<file path="src/hw/rtl/mkqs_ram.sv">
// ----------------------------------------------------------------------------
// mkqs_ram
// Generic RAM: one write port, two read ports with registered data.
// ----------------------------------------------------------------------------
module mkqs_ram #(
  parameter int WIDTH = 32,
  parameter int DEPTH = 64
) (
  input  logic                     clk_i,
  input  logic                     we_i,
  input  logic [$clog2(DEPTH)-1:0] waddr_i,
  input  logic [WIDTH-1:0]         wdata_i,
  input  logic [$clog2(DEPTH)-1:0] raddr_a_i,
  input  logic [$clog2(DEPTH)-1:0] raddr_b_i,
  output logic [WIDTH-1:0]         rdata_a_o,
  output logic [WIDTH-1:0]         rdata_b_o
);

  logic [WIDTH-1:0] mem_q [DEPTH];

  always_ff @(posedge clk_i) begin
    if (we_i) begin
      mem_q[waddr_i] <= wdata_i;
    end
    rdata_a_o <= mem_q[raddr_a_i];
    rdata_b_o <= mem_q[raddr_b_i];
  end

endmodule

</file>
<file path="config.mk">
export PLATFORM = sky130hd
export DESIGN_NAME = mkqs_ram
export DESIGN_NICKNAME = d
export VERILOG_FILES = /design/src/hw/rtl/mkqs_ram.sv
export SDC_FILE = /design/constraint.sdc
export NUM_CORES = 2
export LEC_CHECK = 0
export CAP_MARGIN = 40
export CORE_MARGIN = 2
export CORE_UTILIZATION = 40
export DETAILED_ROUTE_END_ITERATION = 8
export DONT_BUFFER_PORTS = 1
export PLACE_DENSITY = 0.62
export RECOVER_POWER = 100
export SETUP_SLACK_MARGIN = 0.1
export SYNTH_ARGS = -nofsm -noshare
export SYNTH_HDL_FRONTEND = slang
export SYNTH_SLANG_ARGS = --single-unit
export TNS_END_PERCENT = 1
</file>
<file path="constraint.sdc">
create_clock -name clk_i -period 3.8 [get_ports clk_i]
set_input_delay 0.76 -clock clk_i [delete_from_list [all_inputs] [get_ports clk_i]]
set_output_delay 0.76 -clock clk_i [all_outputs]
set_load 0.1 [all_outputs]
</file>
==> results.json <==
{
  "synth_top_area_share_pct": 64.3,
  "synth_ff_type": "edfxtp_1",
  "yosys_warnings": 0,
  "clock_latency_ps": 850,
  "num_vias": 51600,
  "cts_tree": "built",
  "synth_cell_type_count": 38,
  "clockBufferDepth": 3,
  "synth_area_leaders": "edfxtp_1 64%, mux4_2 26%, mux2i_1 2.1%, dfxtp_1 1.3%, a22oi_1 0.67%",
  "ys_seq_elements": 2112,
  "synth_edf_count": 2048,
  "wirelength_mm": 301,
  "synth_top_area_cell": "edfxtp_1",
  "syn_to_final_growth_pct": 11.8,
  "cts_resized": 0,
  "layout-drive-gt1-share_pct": 34.7,
  "dpl.hpwl_mm": 153,
  "final_cell_mix": "2048 x edfxtp_1, 1124 x mux4_2, 208 x clkbuf_16",
  "drt_pass1_iterations": 8,
  "cts-root-buf": "clkbuf_16",
  "crit_path_end_kind": "flop",
  "rows": 179,
  "status": "finished with violations",
  "timing.final.ws_setup_ps": 203,
  "r2r_cells": 4,
  "async_flop_share_pct": 0,
  "setup-violations-final": 0,
  "antenna_found_initial": 22,
  "holdPathEnd": "mem_q[34][15]$_DFFE_PP_",
  "die_h_um": 493,
  "crit_fanout": 505,
  "critPathLaunchType": "input port",
  "rsz0062_at_grt": "false",
  "coreArea_um2": 238000,
  "cts_sinks": 2112,
  "period_minus_slack_ps": 3600,
  "nNetsFinal": 4634,
  "seq_area_frac_synth_pct": 65.6,
  "h-tree-depth": 4,
  "grt_max_degree": 506,
  "maxCapViolations": 88,
  "fin_skew_ps": 26.7,
  "start_util_pct": 40.2,
  "slew_headroom_pct": -122,
  "grt.overflow.total": 0,
  "worstReg2RegEnd": "rdata_b_o[22]$_DFF_P_",
  "dp_slack_ps": 331,
  "hp-class": "input port to flop",
  "drc": 16,
  "postLayoutCellArea_um2": 107000,
  "drt_iter0_drc": 6935,
  "grt_pass1_vias": 51700,
  "crit_type": "input port to flop",
  "hold_viol": 0,
  "wl_per_cell_um": 37.9,
  "synthCells": 4412,
  "die_w_um": 493,
  "fmax_mhz": 278,
  "ios": 116,
  "clk_pin_slew_ps": 60,
  "power_density_nw_per_um2": 476,
  "routed_via_density": 6.50,
  "violations": "DRC, capacitance limit, slew limit",
  "total_leakage_power_uw": 0.0329,
  "ant_nets": 0,
  "place_area_um2": 102000,
  "final_common_cell": "edfxtp_1",
  "hold_start": "wdata_i[15]",
  "cts_made_buffers": 206,
  "grt_pass1_wl_mm": 416,
  "tightest_slew_ps": 3330,
  "r2r_start": "mem_q[27][22]$_DFFE_PP_",
  "dieArea_um2": 243000,
  "final_max_slew_viol_count": 3691,
  "syn-num-nets": 4464,
  "place.gp.congestion": 0.803,
  "avgSynthCellArea_um2": 21.7,
  "port_buffers": 0,
  "cp.required_ps": 4460,
  "finalCritPeriodShare_pct": 94.7,
  "cp.arrival_ps": 4260,
  "rrSetupSlack_ps": 1310,
  "ir_drop_mv": 0.524,
  "globalRouteTotalUtil_pct": 24.5,
  "hold_path_depth": 0,
  "syn_area_um2": 95700
}
-- final cells by class --
type,count,area [um2]
fillers,19900,131000
flip-flops and latches,2112,62800
multi-input cells,1952,31500
clock buffers,280,5750
well taps,3167,3960
repair buffers,309,1830
clock inverters,110,1140
diodes,6,15.0
inverters,1,3.75
-- critical path: stages --
cell	delay, ps
mux4_2	1340
o22ai_1	220
a211oi_1	90
buf_4	200
o22ai_1	160
a21oi_1	60
clkbuf_1	250
-- synthesized netlist by cell type, drive strengths merged (6+ instances only) --
| master | instances |
|---|---|
| a211oi | 15 |
| a21oi | 58 |
| a221oi | 13 |
| a22oi | 85 |
| a32oi | 9 |
| and2 | 6 |
| buf | 212 |
| clkbuf | 135 |
| dfxtp | 64 |
| edfxtp | 2048 |
| mux2 | 36 |
| mux2i | 204 |
| mux4 | 1124 |
| nand2 | 93 |
| nand2b | 8 |
| nand3 | 9 |
| nand3b | 6 |
| nor2 | 94 |
| nor2b | 19 |
| o211ai | 27 |
| o21ai | 49 |
| o221ai | 16 |
| o22ai | 56 |
| o32a | 9 |
-- per-layer routing --
metal	part of all wire [%]	track usage, %	wire length, um
met1	38	33.7	113000
met2	48	39.2	145000
met3	10	5.05	31000
met4	3.9	8.22	11600
met5	0.026	0	79
-- power breakdown --
part / switching [uW] / total [uW] / internal [uW]
clock network: 8940 / 20900 / 12000
registers: 176 / 26000 / 25800
logic: 2360 / 4080 / 1720
total: 11500 / 51000 / 39500
-- registers in the layout, summed over array words and instances, names as in the netlist --
name / flops
rdata_b_o: 32
rdata_a_o: 32
mem_q: 2048
-- worst max path at each step --
stage,to,depth (start not counted),start,slack [ps]
global route,mem_q[43][19]$_DFFE_PP_,4,waddr_i[4],240
finish,rdata_a_o[24]$_DFF_P_,7,raddr_a_i[0],200
CTS,rdata_a_o[3],1,rdata_a_o[3]$_DFF_P_,1170
global placement,rdata_b_o[13]$_DFF_P_,4,raddr_b_i[0],290
floorplan,mem_q[49][0]$_DFFE_PP_,4,waddr_i[3],-140
detailed placement,rdata_b_o[14]$_DFF_P_,4,raddr_b_i[0],330
-- kinds of logic (layout without fill, tap and decap cells) --
kind of cell,Yosys count,count (layout),share of synthesized area (%)
flops,2112,2112,65.6
mux,1364,1364,29.0
buf+inv,348,700,1.83
compound gates,340,340,2.39
simple gates,248,248,1.13
other cells,0,6,0
-- per-stage QoR --
step                instances  power [uW]  TNS [ps]  util, %  hold slack (ps)
CTS                      7912       51400         0     46.0            0.446
finish                   7937       51000         0     45.0             46.3
global placement         7404       29900         0     42.2              818
floorplan                4412       29600     -4630        -              780
detailed placement       7463       30300         0     42.8              823
global route             7931       52200         0     45.0             2.08
-- timing repair --
action	in CTS	in global routing
hold buffers	59	2
endpoints found under the setup margin	0	2
endpoints found under the hold margin	1245	24
setup buffers	0	0
No activity file was read; power rests on OpenSTA's default activity.
